==> config.mk <==
export PLATFORM = sky130hd
export DESIGN_NAME = stopwatch_with_lap
export DESIGN_NICKNAME = d
export VERILOG_FILES = /design/src/rtl/core/sww_pkg.sv /design/src/rtl/core/sww_mode.sv /design/src/rtl/core/sww_count.sv /design/src/rtl/core/stopwatch_with_lap.sv
export SDC_FILE = /design/constraint.sdc
export NUM_CORES = 1
export LEC_CHECK = 0
export BUFFER_PORTS_ARGS = -buffer_cell sky130_fd_sc_hd__buf_2
export CORE_UTILIZATION = 45
export CTS_CLUSTER_SIZE = 10
export DETAILED_ROUTE_END_ITERATION = 8
export PLACE_DENSITY = 0.73
export SKIP_LAST_GASP = 1
export SYNTH_ARGS = -nofsm -noshare
export SYNTH_HDL_FRONTEND = slang
export SYNTH_SLANG_ARGS = --single-unit
export TNS_END_PERCENT = 5
==> constraint.sdc <==
create_clock -name clock -period 13.6 [get_ports clock]
set_clock_uncertainty 0.05 [all_clocks]
set_input_delay 2.72 -clock clock [delete_from_list [all_inputs] [get_ports clock]]
set_output_delay 2.72 -clock clock [all_outputs]
set_load 0.1 [all_outputs]
==> src/rtl/core/sww_pkg.sv <==
// Shared types, constants and register codes of the stopwatch with lap split.
package sww_pkg;

   // Timing constants
   localparam int TICKS_PER_SECOND = 100;
   localparam int COUNT_WIDTH      = 32;
   localparam int PHASE_W          = $clog2(TICKS_PER_SECOND);
   localparam int HOLD_W           = 16;
   localparam int BLINK_W          = 7;
   localparam int CSR_IDX_W        = 2;
   localparam int CSR_DATA_W       = 16;
   localparam int CMP_W            = (PHASE_W > BLINK_W) ? PHASE_W : BLINK_W;

   localparam logic [PHASE_W-1:0] PHASE_LAST = PHASE_W'(TICKS_PER_SECOND - 1);
   localparam logic [5:0]         SEC_LAST   = 6'd59;
   localparam logic [5:0]         MIN_LAST   = 6'd59;
   localparam logic [4:0]         HOUR_LAST  = 5'd23;

   // Mode codes
   localparam logic [1:0] MODE_STOPPED = 2'd0;
   localparam logic [1:0] MODE_RUNNING = 2'd1;
   localparam logic [1:0] MODE_LAP     = 2'd2;

   // Register indexes
   localparam logic [CSR_IDX_W-1:0] REG_LAP_HOLD = CSR_IDX_W'(0);
   localparam logic [CSR_IDX_W-1:0] REG_BLINK    = CSR_IDX_W'(1);

   // Register reset values
   localparam logic [HOLD_W-1:0]  LAP_HOLD_RESET = HOLD_W'(500);
   localparam logic [BLINK_W-1:0] BLINK_RESET    = BLINK_W'(50);

   typedef struct packed {
      logic tick;
      logic start_button;
      logic lap_button;
   } req_item_type;

   typedef struct packed {
      logic [1:0] mode;
      logic       red_led;
      logic       green_led;
      logic [5:0] shown_minutes;
      logic [5:0] shown_seconds;
      logic       colon_on;
      logic       console_valid;
      logic [4:0] run_hours;
      logic [5:0] run_minutes;
      logic [5:0] run_seconds;
   } rsp_item_type;

   // Counter commands from the mode logic
   typedef struct packed {
      logic clear;
      logic capture;
      logic inc;
   } count_ctl_type;

   // Next counter state, seen by the mode logic and the result formatting
   typedef struct packed {
      logic [COUNT_WIDTH-1:0] count;
      logic [COUNT_WIDTH-1:0] lap;
      logic [PHASE_W-1:0]     phase;
      logic [5:0]             sec;
      logic [5:0]             min;
      logic [4:0]             hour;
      logic [5:0]             lap_sec;
      logic [5:0]             lap_min;
   } count_state_type;

endpackage

==> src/rtl/core/sww_mode.sv <==
// Mode state machine, button edge detection and lap hold timeout.
module sww_mode (
   input  logic                        clock,
   input  logic                        reset,
   input  logic                        step,
   input  sww_pkg::req_item_type       item,
   input  logic [sww_pkg::HOLD_W-1:0]  lap_hold_ticks,
   input  sww_pkg::count_state_type    cnt_next,
   output sww_pkg::count_ctl_type      ctl,
   output logic [1:0]                  mode_next
);
   import sww_pkg::*;

   logic [1:0]             mode_ff;
   logic                   start_prev_ff;
   logic                   lap_prev_ff;
   logic [1:0]             mode_s;
   logic [1:0]             mode_l;
   logic                   start_press;
   logic                   lap_press;
   logic [COUNT_WIDTH-1:0] since_lap;

   assign start_press = item.start_button & ~start_prev_ff;
   assign lap_press   = item.lap_button & ~lap_prev_ff;
   assign since_lap   = cnt_next.count - cnt_next.lap;

   // Apply start, then lap, then tick
   always_comb begin
      ctl    = '0;
      mode_s = mode_ff;
      if (start_press) begin
         case (mode_ff)
            MODE_STOPPED: mode_s = MODE_RUNNING;
            MODE_RUNNING,
            MODE_LAP:     mode_s = MODE_STOPPED;
            default:      mode_s = mode_ff;
         endcase
      end
      mode_l = mode_s;
      if (lap_press) begin
         case (mode_s)
            MODE_STOPPED: ctl.clear = 1'b1;
            MODE_RUNNING: begin
               ctl.capture = 1'b1;
               mode_l      = MODE_LAP;
            end
            MODE_LAP:     mode_l = MODE_RUNNING;
            default:      mode_l = mode_s;
         endcase
      end
      ctl.inc = item.tick && (mode_l != MODE_STOPPED);
   end

   // End lap hold once enough ticks have passed
   always_comb begin
      mode_next = mode_l;
      if (item.tick && (mode_l == MODE_LAP) && (since_lap > COUNT_WIDTH'(lap_hold_ticks))) begin
         mode_next = MODE_RUNNING;
      end
   end

   // Advance state once per item
   always_ff @(posedge clock) begin
      if (reset) begin
         mode_ff       <= MODE_STOPPED;
         start_prev_ff <= 1'b0;
         lap_prev_ff   <= 1'b0;
      end else if (step) begin
         mode_ff       <= mode_next;
         start_prev_ff <= item.start_button;
         lap_prev_ff   <= item.lap_button;
      end
   end

endmodule

==> src/rtl/core/sww_count.sv <==
// Tick counter with running second, minute and hour digits and lap snapshot.
module sww_count (
   input  logic                      clock,
   input  logic                      reset,
   input  logic                      step,
   input  sww_pkg::count_ctl_type    ctl,
   output sww_pkg::count_state_type  cnt_next
);
   import sww_pkg::*;

   count_state_type cnt_ff;
   count_state_type base;

   always_comb begin
      // Clear or capture ahead of the tick
      base = cnt_ff;
      if (ctl.clear) begin
         base.count = '0;
         base.phase = '0;
         base.sec   = '0;
         base.min   = '0;
         base.hour  = '0;
      end
      if (ctl.capture) begin
         base.lap     = cnt_ff.count;
         base.lap_sec = cnt_ff.sec;
         base.lap_min = cnt_ff.min;
      end
      cnt_next = base;
      // Count one tick, carrying through the digits; a counter wrap zeroes the count and all running digits
      if (ctl.inc) begin
         if (&base.count) begin
            cnt_next.count = '0;
            cnt_next.phase = '0;
            cnt_next.sec   = '0;
            cnt_next.min   = '0;
            cnt_next.hour  = '0;
         end else begin
            cnt_next.count = base.count + COUNT_WIDTH'(1);
            if (base.phase == PHASE_LAST) begin
               cnt_next.phase = '0;
               if (base.sec == SEC_LAST) begin
                  cnt_next.sec = '0;
                  if (base.min == MIN_LAST) begin
                     cnt_next.min  = '0;
                     cnt_next.hour = (base.hour == HOUR_LAST) ? 5'd0 : base.hour + 5'd1;
                  end else begin
                     cnt_next.min = base.min + 6'd1;
                  end
               end else begin
                  cnt_next.sec = base.sec + 6'd1;
               end
            end else begin
               cnt_next.phase = base.phase + PHASE_W'(1);
            end
         end
      end
   end

   // Hold state between items
   always_ff @(posedge clock) begin
      if (reset) begin
         cnt_ff <= '0;
      end else if (step) begin
         cnt_ff <= cnt_next;
      end
   end

endmodule

==> src/rtl/core/stopwatch_with_lap.sv <==
// Top level of the stopwatch with lap split: handshake stages, registers, result format.
//
// Input channel req_*: each item carries a tick flag and the start and lap
// button levels. Result channel rsp_*: one result item per input item, in
// order, giving the mode, LED levels, displayed time and console time.
// Configuration port csr_*: index 0 sets the lap hold length in ticks,
// index 1 the blink half period; other indexes are ignored. Write only
// while the block is idle.
// An accepted item lands in the input register, and its result is loaded
// into the result register once that register is empty or being read,
// raising rsp_valid. Throughput: one item per cycle while rsp_ready is
// high; the state update is a single pass of edge detection, mode decode
// and an incremental counter with separate second, minute and hour digits.
// Reset (synchronous, active high) stops the watch, zeroes count and lap,
// empties both stages and loads the register defaults.
// When the receiver stalls, the result holds and the input register still
// takes one more item; after that req_ready drops until rsp_ready returns.
module stopwatch_with_lap (
   input  logic                              clock,
   input  logic                              reset,
   input  logic                              req_valid,
   output logic                              req_ready,
   input  sww_pkg::req_item_type             req_item,
   output logic                              rsp_valid,
   input  logic                              rsp_ready,
   output sww_pkg::rsp_item_type             rsp_item,
   input  logic                              csr_wr_en,
   input  logic [sww_pkg::CSR_IDX_W-1:0]     csr_index,
   input  logic [sww_pkg::CSR_DATA_W-1:0]    csr_wdata
);
   import sww_pkg::*;

   logic               in_valid_ff;
   req_item_type       in_item_ff;
   logic               rsp_valid_ff;
   rsp_item_type       rsp_item_ff;
   rsp_item_type       rsp_item_in;
   logic [HOLD_W-1:0]  lap_hold_ff;
   logic [BLINK_W-1:0] blink_ff;
   logic               advance;
   count_ctl_type      ctl;
   count_state_type    cnt_next;
   logic [1:0]         mode_next;
   logic               colon;

   assign advance   = in_valid_ff && (!rsp_valid_ff || rsp_ready);
   assign req_ready = !in_valid_ff || advance;
   assign rsp_valid = rsp_valid_ff;
   assign rsp_item  = rsp_item_ff;

   // Configuration registers
   always_ff @(posedge clock) begin
      if (reset) begin
         lap_hold_ff <= LAP_HOLD_RESET;
         blink_ff    <= BLINK_RESET;
      end else if (csr_wr_en) begin
         case (csr_index)
            REG_LAP_HOLD: lap_hold_ff <= csr_wdata[HOLD_W-1:0];
            REG_BLINK:    blink_ff    <= csr_wdata[BLINK_W-1:0];
            default:      ;
         endcase
      end
   end

   // Input register
   always_ff @(posedge clock) begin
      if (reset) begin
         in_valid_ff <= 1'b0;
      end else if (req_ready) begin
         in_valid_ff <= req_valid;
      end
   end

   always_ff @(posedge clock) begin
      if (req_valid && req_ready) begin
         in_item_ff <= req_item;
      end
   end

   sww_mode u_mode (
      .clock          (clock),
      .reset          (reset),
      .step           (advance),
      .item           (in_item_ff),
      .lap_hold_ticks (lap_hold_ff),
      .cnt_next       (cnt_next),
      .ctl            (ctl),
      .mode_next      (mode_next)
   );

   sww_count u_count (
      .clock    (clock),
      .reset    (reset),
      .step     (advance),
      .ctl      (ctl),
      .cnt_next (cnt_next)
   );

   assign colon = CMP_W'(cnt_next.phase) < CMP_W'(blink_ff);

   // Format the result from the updated state
   always_comb begin
      rsp_item_in               = '0;
      rsp_item_in.mode          = mode_next;
      rsp_item_in.colon_on      = colon;
      rsp_item_in.shown_minutes = cnt_next.min;
      rsp_item_in.shown_seconds = cnt_next.sec;
      case (mode_next)
         MODE_STOPPED: rsp_item_in.red_led = 1'b1;
         MODE_RUNNING: rsp_item_in.green_led = 1'b1;
         MODE_LAP: begin
            rsp_item_in.red_led       = 1'b1;
            rsp_item_in.green_led     = !colon;
            rsp_item_in.shown_minutes = cnt_next.lap_min;
            rsp_item_in.shown_seconds = cnt_next.lap_sec;
         end
         default: ;
      endcase
      if (mode_next != MODE_STOPPED) begin
         rsp_item_in.console_valid = 1'b1;
         rsp_item_in.run_hours     = cnt_next.hour;
         rsp_item_in.run_minutes   = cnt_next.min;
         rsp_item_in.run_seconds   = cnt_next.sec;
      end
   end

   // Result register
   always_ff @(posedge clock) begin
      if (reset) begin
         rsp_valid_ff <= 1'b0;
      end else if (advance) begin
         rsp_valid_ff <= 1'b1;
      end else if (rsp_ready) begin
         rsp_valid_ff <= 1'b0;
      end
   end

   always_ff @(posedge clock) begin
      if (advance) begin
         rsp_item_ff <= rsp_item_in;
      end
   end

endmodule

# Word-level counts from Yosys, hierarchy flattened
# Index checks and enable logic that the tools add are counted.
# totals
elab_cells,103
ff_bits,167
input_bits,26
# classes
bitwise,4
muxes,29
reduce_logical,22
order_cmp,2
eq_ne,12
n_addsub,6
# ops
cell,n
$mux 32,4
$mux 24,3
$add 32x1->32 const B,1
$gt 32x16->1,1
$reduce_and 32->1,1
$sub 32x32->32,1
$mux 12,2
$mux 18,1
$mux 17,1
$add 6x1->6 const B,2
$eq 6x6->1 const B,2
$mux 6,2
$mux 11,1
$mux 5,2
$eq 2x1->1 const B,4
$eq 2x2->1 const B,4
$logic_not 2->1,4
$mux 2,4
$pmux 2 s2,2
$add 7x1->7 const B,1
$eq 7x7->1 const B,1
$lt 7x7->1,1
$mux 7,1
$reduce_bool 2->1,3
other kinds (11),26

# Longest topological paths before layout
# Gate-level depths: netlist (run 1).
# logic_depth
depth_word,18
depth_mapped,41
depth_no_buf,39

# Hierarchy
# Synthesis (run 1) repeated with hierarchy kept, for this count alone.
# unflattened
hier_cells,1476
area_unflattened_um2,11621.1
# by_module_without_submodules
module,n_inst,seq_area_each_um2,cells_per_inst,area_per_inst_um2
sww_count,1,2001.9,864,6401.1
sww_mode,1,80.1,405,2683.8
stopwatch_with_lap,1,1641.6,207,2536.2

# Least setup slack after synthesis (run 1)
# OpenSTA, ideal clock, no wires.
# synth_path
path_type,register to register
from,register u_mode.mode_ff[0]
to,register rsp_item_ff (netlist bit rsp_item[10]) (data pin)
arrival_time_ns,7.627
setup_time_ns,0.266
path_stages_with_launch,41
period_less_slack_ns,7.943
n_path_buf,4
required_ns,13.284
path_slack_ns,5.657
cell_sequence,dfxtp_1 > ha_1 > and4bb_4 > a21o_1 > nand2_1 > clkbuf_1 > and2_1 > ha_1 > nand2_1 > nor3_1 > nand4_1 > nand2_1 > clkbuf_1 > nor2_1 > ha_1 > o21a_1 > o31a_1 > o311a_1 > [5 not listed] > a21oi_1 > xnor2_1 > ha_1 > a21o_1 > a21o_1 > a21oi_1 > o211ai_1 > nand2_1 > o2111ai_1 > a2111oi_2 > o2111a_1 > nand4_2 > o21bai_4 > and2_1 > ha_1 > clkbuf_1 > clkbuf_1 > nor2_1
# synth_lines
item,line,rtl
from (decl),sww_mode.sv:14,logic [1:0] mode_ff;
from (signal assigned),sww_mode.sv:69,mode_ff <= mode_next;
to (signal assigned),stopwatch_with_lap.sv:140,rsp_item_ff <= rsp_item_in;
to (decl),stopwatch_with_lap.sv:36,rsp_item_type rsp_item_ff;

==> flow_summary.json, run 1 <==
{
  "outcome": "completed",
  "async_flop_share": 0,
  "clock_latency_ns": 0.44,
  "drc_errors": 0,
  "min_path_cells": 2,
  "cp_max_fo": 22,
  "seqPwrFrac": 0.392,
  "dieArea_um2": 25900,
  "sw_frac_of_total": 0.353,
  "setup_tns_ns": 0,
  "mostFrequentLayoutCells": "nand2_1 (234), nor2_1 (175), a21oi_1 (134), dfxtp_1 (129), buf_2 (61)",
  "postRouteAntennaNets": 0,
  "yosysSeqAreaShare": 0.327,
  "r2r_start": "u_mode.mode_ff[1]$_SDFFE_PP0P_",
  "syn_inst": 1429,
  "p_leak_nw": 4.87,
  "yosys.area.top_type_share": 0.227,
  "end_kind": "flop",
  "rsz0062_at_grt": "false",
  "synth_top_cell_by_area": "dfxtp_1",
  "rrSetupSlack_ns": 4.42,
  "synth.area.top_cells": "dfxtp_1 (23%), edfxtp_1 (10%), nand2_1 (7.7%), ha_1 (6.4%), a21oi_1 (5.9%)",
  "cp-start-kind": "flop",
  "drive_gt1_frac": 0.116,
  "layout_commonest_cell": "nand2_1",
  "cpPeakStageDelay_ns": 0.66,
  "synth-seq-cells": 167,
  "relSlewSlack": 0.376,
  "synth-main-ff-cell": "dfxtp_1",
  "drtPass1Iterations": 5,
  "setup_viol": 0,
  "cts_max_path_buffers": 2,
  "vias": 10500,
  "place.gp.congestion": 1.01,
  "diodes": 0,
  "fin_cells": 1776,
  "grt_pass1_vias": 9693,
  "wl_per_cell_um": 16.8,
  "pwr-share-clk": 0.364,
  "io_buffers": 62,
  "grt_max_degree": 90,
  "clk_pin_slew_worst_paths_ns": 0.08,
  "cts_buffers": 17,
  "grt_overflow": 0,
  "critical_path_class": "flop to flop",
  "period_minus_slack_ns": 9.18,
  "post-route-period-util": 0.675,
  "comb_power_share": 0.244,
  "htree_levels": 4,
  "rr_endpoint": "rsp_item[23]$_DFFE_PP_",
  "drt_iter0_markers": 1016,
  "synth_edf_count": 38,
  "syn2layout_area_growth_pct": 8.95,
  "setup_ws_ns": 4.42,
  "start_util": 0.464,
  "cts_tree": "yes",
  "cts_hold_buffers": 0,
  "cellPowerDensity_nw_per_um2": 111,
  "critPathArrivalTime_ns": 9.29,
  "tightest_slew_ns": 0.928,
  "dp_cells": 1744,
  "io_pins": 63,
  "rows": 57,
  "syn_nets": 1514,
  "ir_drop_v": 0.0000923,
  "viasPerCell": 5.89,
  "syn_area_per_cell_um2": 7.96,
  "cts.repair.resized": 0,
  "p_int_mw": 0.887,
  "dieHeight_um": 161,
  "gr-usage-all-layers": 0.234,
  "wirelength_mm": 29.9,
  "grt_pass1_wl_mm": 49.4,
  "finalHoldViolations": 0,
  "min_to": "u_count.cnt_ff[3]$_SDFFE_PP0P_",
  "coreArea_um2": 24500,
  "yosysWarnings": 0,
  "root_buffer": "clkbuf_16",
  "crit_top_cell": "ha_1",
  "antenna_found_initial": 0,
  "hold_class": "flop to flop",
  "p_sw_mw": 0.483,
  "dp_hpwl_mm": 21.8,
  "synth_cell_types": 115,
  "ff2ff_path_depth": 36,
  "clkSinkCount": 167,
  "place_ws_ns": 4.57,
  "synth_area_um2": 11400,
  "cap_violations": 0,
  "finalMaxSlewViolations": 0,
  "crit_slowest_cell": "ha_1",
  "cp_data_required_time_ns": 13.71,
  "max_clock_freq_ghz": 0.109,
  "nets": 1524,
  "hp-start": "u_count.cnt_ff[3]$_SDFFE_PP0P_",
  "postCtsSetupBuffers": 0,
  "die_x_um": 161
}
## synthesized netlist by cell type, types with 4 or more instances
master,count
a31oi_1,7
nor4_1,5
and2_1,19
inv_1,43
a311oi_1,9
o31ai_1,5
clkbuf_1,64
o21a_1,6
nor2b_1,11
o21bai_1,10
xnor2_1,29
o21ai_0,56
nand2_1,234
a21o_1,27
o221ai_1,4
nor3_1,33
a21oi_1,134
and3_1,9
or3_1,9
a211oi_1,41
edfxtp_1,38
or2_2,5
mux2i_1,41
nor2_1,175
dfxtp_1,129
nand2b_1,13
buf_2,4
o211ai_1,7
nand3_1,33
and2_4,4
a211o_1,10
xor2_1,17
nand4_1,20
ha_1,58
## metrics by stage
stage	hold slack, ns	instance area (um^2)	power (mW)	utilization
3_5_place_dp	0.396	11800	0.879	0.480
3_3_place_gp	0.391	11800	0.872	0.480
5_1_grt	0.421	12400	1.43	0.505
4_1_cts	0.406	12400	1.37	0.505
2_1_floorplan	0.386	11400	0.810	-
6_report	0.406	12400	1.37	0.505
## cell families after synthesis
| group | synth area share |
|---|---|
| flip-flops | 0.327 |
| AND/OR/NAND/NOR | 0.250 |
| buffers and inverters | 0.0492 |
| XOR/XNOR | 0.0368 |
| adder cells (fa/ha/maj) | 0.0674 |
| AO/OA/AOI/OAI | 0.229 |
| multiplexers | 0.0406 |
## state kept, by name (all words and copies together) (netlist names)
signal / flops
rsp_valid: 1
in_valid_ff: 1
u_mode.start_prev_ff: 1
u_count.cnt_ff: 100
u_mode.lap_prev_ff: 1
lap_hold_ff: 16
rsp_item: 35
in_item_ff: 3
u_mode.mode_ff: 2
blink_ff: 7
## final cells by class
type	count	area (um^2)
well taps	324	405
multi-input cells	1138	7100
clock buffers	17	425
repair buffers	71	380
fillers	2402	12100
flip-flops and latches	167	3720
clock inverters	15	191
inverters	44	168
## power by group through the flow
stage                     clock (mW)  combinational (mW)  sequential, mW
after floorplan                    0               0.221           0.588
after global placement             0               0.325           0.547
after detailed placement           0               0.331           0.548
after CTS                      0.505               0.333           0.537
after global routing           0.528               0.365           0.539
final                          0.498               0.334           0.537
## layer usage
metal  up-vias  wire [um]  part of all wire  track usage
met5         -          0                 0            0
met4         0        554             0.019       0.0695
met3        50       1480             0.049       0.0326
met2       333      13800              0.46        0.384
met1      4954      14000              0.47        0.318
li1       5124          -                 -            -
## worst max-delay path, delay by kind of cell (launching register included)
| kind | cells | cell delay (ns) |
|---|---|---|
| simple gates | 11 | 2.61 |
| compound gates | 18 | 3.42 |
| xor+xnor | 1 | 0.14 |
| fa+ha+maj | 6 | 2.21 |
| flops | 1 | 0.48 |
## how the worst max path moves through the flow
stage / start / end
floorplan: u_mode.mode_ff[0]$_SDFFE_PP0P_ / rsp_item[10]$_SDFFCE_PN0P_
CTS: u_mode.mode_ff[1]$_SDFFE_PP0P_ / rsp_item[23]$_DFFE_PP_
finish: u_mode.mode_ff[1]$_SDFFE_PP0P_ / rsp_item[23]$_DFFE_PP_
detailed placement: u_mode.mode_ff[1]$_SDFFE_PP0P_ / rsp_item[24]$_DFFE_PP_
global route: u_mode.mode_ff[1]$_SDFFE_PP0P_ / rsp_item[22]$_DFFE_PP_
global placement: u_mode.mode_ff[0]$_SDFFE_PP0P_ / rsp_item[21]$_DFFE_PP_
No activity file was read; power rests on OpenSTA's default activity.
==> run 2: changes to the inputs <==
- ABC_AREA: default -> 1
- PLACE_DENSITY: 0.73 -> 0.75
- clock period: 13.6 -> 8.1 ns (I/O delays scaled with it)
==> run 2 against run 1 <==
Against the previous run:
- synthesized cell count increased by 16%
- design area fell by 0.19%
- power increased by 91%
- critical path type unchanged
==> flow_summary.json, run 2 <==
{
  "cts_hold_buffers": 0,
  "crit_family": "simple AND/OR/NAND/NOR gates",
  "relSlewSlack": 0.401,
  "grt_overflow": 0,
  "async_flop_share": 0,
  "placed_cell_area_um2": 11700,
  "cp_num_buf_inv": 4,
  "cpPeakStageDelay_ns": 0.42,
  "pwr-share-clk": 0.324,
  "end_kind": "flop",
  "outcome": "completed",
  "ir_drop_v": 0.000153,
  "sw_frac_of_total": 0.367,
  "p_int_mw": 1.66,
  "largest_reg_flops": 100,
  "synth-main-ff-cell": "dfxtp_1",
  "p_total_mw": 2.62,
  "coreArea_um2": 24400,
  "tightest_slew_ns": 0.898,
  "top_register": "u_count.cnt_ff",
  "grt_pass1_wl_mm": 48.4,
  "dieHeight_um": 160,
  "clkSinkCount": 167,
  "max_clock_freq_ghz": 0.130,
  "vias": 10700,
  "yosys-top-cells-count": "nand2_1 (327), inv_1 (290), o21ai_0 (164), nor2_1 (153), dfxtp_1 (129)",
  "post-route-period-util": 0.953,
  "gr-usage-all-layers": 0.232,
  "dp_cells": 1987,
  "dieArea_um2": 25500,
  "synth_area_um2": 11200,
  "diodes": 0,
  "mostFrequentLayoutCells": "nand2_1 (326), inv_1 (289), o21ai_0 (163), nor2_1 (151), dfxtp_1 (129)",
  "crit_slowest_cell": "o41ai_2",
  "rows": 57,
  "hold_class": "flop to flop",
  "seqPwrFrac": 0.358,
  "yosysSeqAreaShare": 0.332,
  "drtPass1Iterations": 5,
  "critical_path_class": "flop to flop",
  "yosysMostFrequentCell": "nand2_1",
  "finalMaxSlewViolations": 0,
  "crit_top_cell": "nand2_1",
  "wirelength_mm": 29.0,
  "postCtsSetupBuffers": 0,
  "antenna_found_initial": 0,
  "yosys.area.top_type_share": 0.230,
  "cp_max_fo": 15,
  "synth_cell_types": 55,
  "io_pins": 63,
  "postLayoutCoreUtil": 0.507,
  "cp-start-kind": "flop",
  "clock_latency_ns": 0.44,
  "syn_area_per_cell_um2": 6.78,
  "comb_power_share": 0.318,
  "synth.area.top_cells": "dfxtp_1 (23%), nand2_1 (11%), edfxtp_1 (10%), inv_1 (9.7%), o21ai_0 (7.3%)",
  "yosysWarnings": 0,
  "synth_edf_count": 38,
  "period_minus_slack_ns": 7.72,
  "synth-seq-cells": 167,
  "syn2layout_area_growth_pct": 10.4,
  "synth_top_cell_by_area": "dfxtp_1",
  "nets": 1767,
  "viasPerCell": 5.30,
  "wl_per_cell_um": 14.3,
  "setup_tns_ns": 0,
  "p_leak_nw": 5.79,
  "die_x_um": 160,
  "drive_gt1_frac": 0.100,
  "layout_commonest_cell": "nand2_1",
  "setup_viol": 0,
  "grt_max_degree": 90,
  "p_sw_mw": 0.961,
  "cellPowerDensity_nw_per_um2": 212,
  "drt_iter0_markers": 674,
  "cts_tree": "yes",
  "syn_nets": 1738,
  "critPathArrivalTime_ns": 7.84,
  "root_buffer": "clkbuf_16",
  "htree_levels": 4,
  "grt_pass1_vias": 10100,
  "dp_hpwl_mm": 21.4,
  "drc_errors": 0,
  "cts_buffers": 17,
  "cap_violations": 0,
  "cp_data_required_time_ns": 8.22,
  "syn_inst": 1653,
  "cts_max_path_buffers": 2,
  "start_util": 0.460,
  "rsz0062_at_grt": "true",
  "postRouteAntennaNets": 0,
  "fin_cells": 2019,
  "io_buffers": 62,
  "final_area_um2": 12400,
  "finalHoldViolations": 0,
  "place.gp.congestion": 0.937,
  "clk_pin_slew_worst_paths_ns": 0.07
}
-- run 2: cell types whose count changed after synthesis, sizes merged, moves of 30 or more --
cell / change
a211oi: -30
inv: +256
mux2i: -39
nand2: +109
nand3: +31
o211ai: +46
o21ai: +107
-- run 2: worst register-to-register path, delay by kind of cell (launching register included) --
kind,cells,cell delay [ns]
xor+xnor,1,0.16
fa+ha+maj,5,1.36
compound gates,6,1.40
flops,1,0.33
simple gates,31,3.61
buf+inv,4,0.52
-- run 2: logic make-up (layout without fill, tap and decap cells) --
family,count (synthesis),after routing,synth area share
AO/OA/AOI/OAI,378,378,0.189
XOR/XNOR,30,30,0.0234
adder cells (fa/ha/maj),59,59,0.0665
buffers and inverters,362,404,0.125
flip-flops,167,167,0.332
multiplexers,3,3,0.00268
AND/OR/NAND/NOR,654,654,0.261
-- run 2: final timing paths --
path | slack, ns | start | cells past startpoint | to
min reg2reg | 0.41 | lap_hold_ff[1]$_SDFFE_PP0P_ | 2 | lap_hold_ff[1]$_SDFFE_PP0P_
max reg2reg | 0.38 | u_mode.mode_ff[1]$_SDFFE_PP0P_ | 47 | rsp_item[23]$_DFFE_PP_
max | 0.38 | u_mode.mode_ff[1]$_SDFFE_PP0P_ | 47 | rsp_item[23]$_DFFE_PP_
min | 0.41 | lap_hold_ff[1]$_SDFFE_PP0P_ | 2 | lap_hold_ff[1]$_SDFFE_PP0P_
-- run 2: what timing repair did --
item                                    in CTS  in global routing
gates resized for setup                      1                  5
pin swaps                                    0                  0
endpoints found under the setup margin       8                 31
-- run 2: final cells by class --
cell class / count / area (um^2)
Tap cell: 324 / 405
Timing Repair Buffer: 72 / 385
Multi-Input combinational cell: 1124 / 6110
Sequential cell: 167 / 3720
Clock buffer: 19 / 443
Clock inverter: 13 / 169
Fill cell: 2391 / 12000
Inverter: 300 / 1130
-- run 2: routing by layer --
| layer | GRT usage | wire length [um] |
|---|---|---|
| met5 | 0 | 0 |
| met4 | 0.107 | 1070 |
| met3 | 0.0268 | 1250 |
| met2 | 0.400 | 13800 |
| met1 | 0.289 | 12900 |
-- run 2: power by group through the flow --
stage	clock network, mW	logic (mW)	registers (mW)
6_report	0.849	0.835	0.938
3_5_place_dp	0	0.820	0.956
5_1_grt	0.896	0.935	0.943
4_1_cts	0.860	0.826	0.938
3_3_place_gp	0	0.805	0.955
2_1_floorplan	0	0.559	1.03
-- run 2: metrics by stage --
step / hold WS [ns] / worst slack (ns)
2_1_floorplan: 0.380 / 0.739
3_3_place_gp: 0.400 / 0.355
3_5_place_dp: 0.405 / 0.0247
4_1_cts: 0.415 / 0.109
5_1_grt: 0.435 / -0.198
6_report: 0.413 / 0.382
==> run 3: changes to the inputs <==
- RECOVER_POWER: default -> 50
==> run 3 against run 2 <==
Against the previous run:
- the run now ends with capacitance limit, slew limit left
- final cell count stayed put
- sequential power barely moved
- register-to-register slack worse by 0.05 ns
- sequential cell count is the same
==> flow_summary.json, run 3 (same netlist as run 2, synthesis figures left out) <==
{
  "grt_overflow": 0,
  "grt_max_degree": 90,
  "io_pins": 63,
  "dp_cells": 1987,
  "dieHeight_um": 160,
  "rsz0062_at_grt": "true",
  "postRouteAntennaNets": 0,
  "hp-start": "lap_hold_ff[1]$_SDFFE_PP0P_",
  "relSlewSlack": -1.49,
  "die_x_um": 160,
  "cpPeakStageDelay_ns": 0.43,
  "setup_tns_ns": 0,
  "grt_pass1_vias": 10100,
  "wl_per_cell_um": 14.4,
  "violations": "capacitance limit, slew limit",
  "period_minus_slack_ns": 7.77,
  "post-route-period-util": 0.959,
  "r2r_start": "u_mode.mode_ff[1]$_SDFFE_PP0P_",
  "coreArea_um2": 24400,
  "whs_ns": 0.412,
  "cp_data_required_time_ns": 8.22,
  "setup_viol": 0,
  "viasPerCell": 5.32,
  "clkSinkCount": 167,
  "grt_pass1_wl_mm": 48.4,
  "start_util": 0.460,
  "critical_path_class": "flop to flop",
  "gr-usage-all-layers": 0.232,
  "root_buffer": "clkbuf_16",
  "wirelength_mm": 29.0,
  "syn2layout_area_growth_pct": 9.86,
  "dp_hpwl_mm": 21.4,
  "drive_gt1_frac": 0.0767,
  "diodes": 0,
  "outcome": "finished with violations",
  "crit_slowest_cell": "o41ai_2",
  "top_register": "u_count.cnt_ff",
  "rows": 57,
  "fin_cells": 2019,
  "finalMaxSlewViolations": 210,
  "antenna_found_initial": 0,
  "clock_latency_ns": 0.44,
  "critPathArrivalTime_ns": 7.89,
  "ir_drop_v": 0.000154,
  "htree_levels": 4,
  "largest_reg_flops": 100,
  "p_leak_nw": 5.68,
  "tightest_slew_ns": 3.74,
  "cellPowerDensity_nw_per_um2": 213,
  "mostFrequentLayoutCells": "nand2_1 (326), inv_1 (289), o21ai_0 (163), nor2_1 (151), dfxtp_1 (129)",
  "cts_tree": "yes",
  "nets": 1767,
  "place.gp.congestion": 0.937,
  "cts_hold_buffers": 0,
  "cts_buffers": 17,
  "cts_max_path_buffers": 2,
  "hold_class": "flop to flop",
  "layout_commonest_cell": "nand2_1",
  "dieArea_um2": 25500,
  "finalHoldViolations": 0,
  "end_kind": "flop",
  "crit_top_cell": "nand2_1",
  "max_clock_freq_ghz": 0.129,
  "cp-start-kind": "flop",
  "drc_errors": 0,
  "cp-startpoint": "u_mode.mode_ff[1]$_SDFFE_PP0P_",
  "clk_pin_slew_worst_paths_ns": 0.07,
  "vias": 10700,
  "drtPass1Iterations": 8,
  "cap_violations": 3,
  "drt_iter0_markers": 636,
  "cp_max_fo": 15,
  "io_buffers": 62
}
[run 3: area by class of cell]
type / count / area (um^2)
Fill cell: 2417 / 12100
Multi-Input combinational cell: 1124 / 6110
Sequential cell: 167 / 3720
Inverter: 300 / 1130
Clock buffer: 19 / 443
Tap cell: 324 / 405
Timing Repair Buffer: 72 / 329
Clock inverter: 13 / 169
[run 3: timing repair]
item                       in CTS  in global routing
setup endpoints to repair       8                 31
gates cloned                    0                  0
buffers inserted                0                  0
gates resized for setup         1                  5
[run 3: path summary, 6_finish.rpt]
check	endpoint	slack, ns	cells past startpoint
setup / recovery	rsp_item[23]$_DFFE_PP_	0.33	47
hold / removal	lap_hold_ff[1]$_SDFFE_PP0P_	0.41	2
setup reg to reg	rsp_item[23]$_DFFE_PP_	0.33	47
hold reg to reg	lap_hold_ff[1]$_SDFFE_PP0P_	0.41	2
[run 3: layer usage]
layer  track usage  vias up  wire length, um
met1         0.289     4905            12900
li1              -     5460                -
met4         0.107        0             1050
met2         0.400      302            13800
met5             0        -                0
met3        0.0268       70             1300
[run 3: through the flow]
stage               cell area [um^2]   util  setup slack, ns  total power [mW]
floorplan                      11200      -            0.739              1.59
global placement               11700  0.481            0.355              1.76
detailed placement             11700  0.481           0.0247              1.78
CTS                            12400  0.506            0.109              2.62
global route                   12300  0.505           -0.198              2.77
finish                         12300  0.505            0.331              2.62
[run 3: power by group]
group / internal (mW) / switching [mW] / total, mW / leakage, nW
clock: 0.497 / 0.353 / 0.850 / 0.294
combinational: 0.251 / 0.583 / 0.835 / 3.96
sequential: 0.911 / 0.0276 / 0.938 / 1.42
[run 3: worst max-delay path: cells and delay by family (launching register included)]
family	cells	cell delay [ns]
compound gates	6	1.41
xor+xnor	1	0.16
fa+ha+maj	5	1.37
buf+inv	4	0.52
flops	1	0.33
simple gates	31	3.65
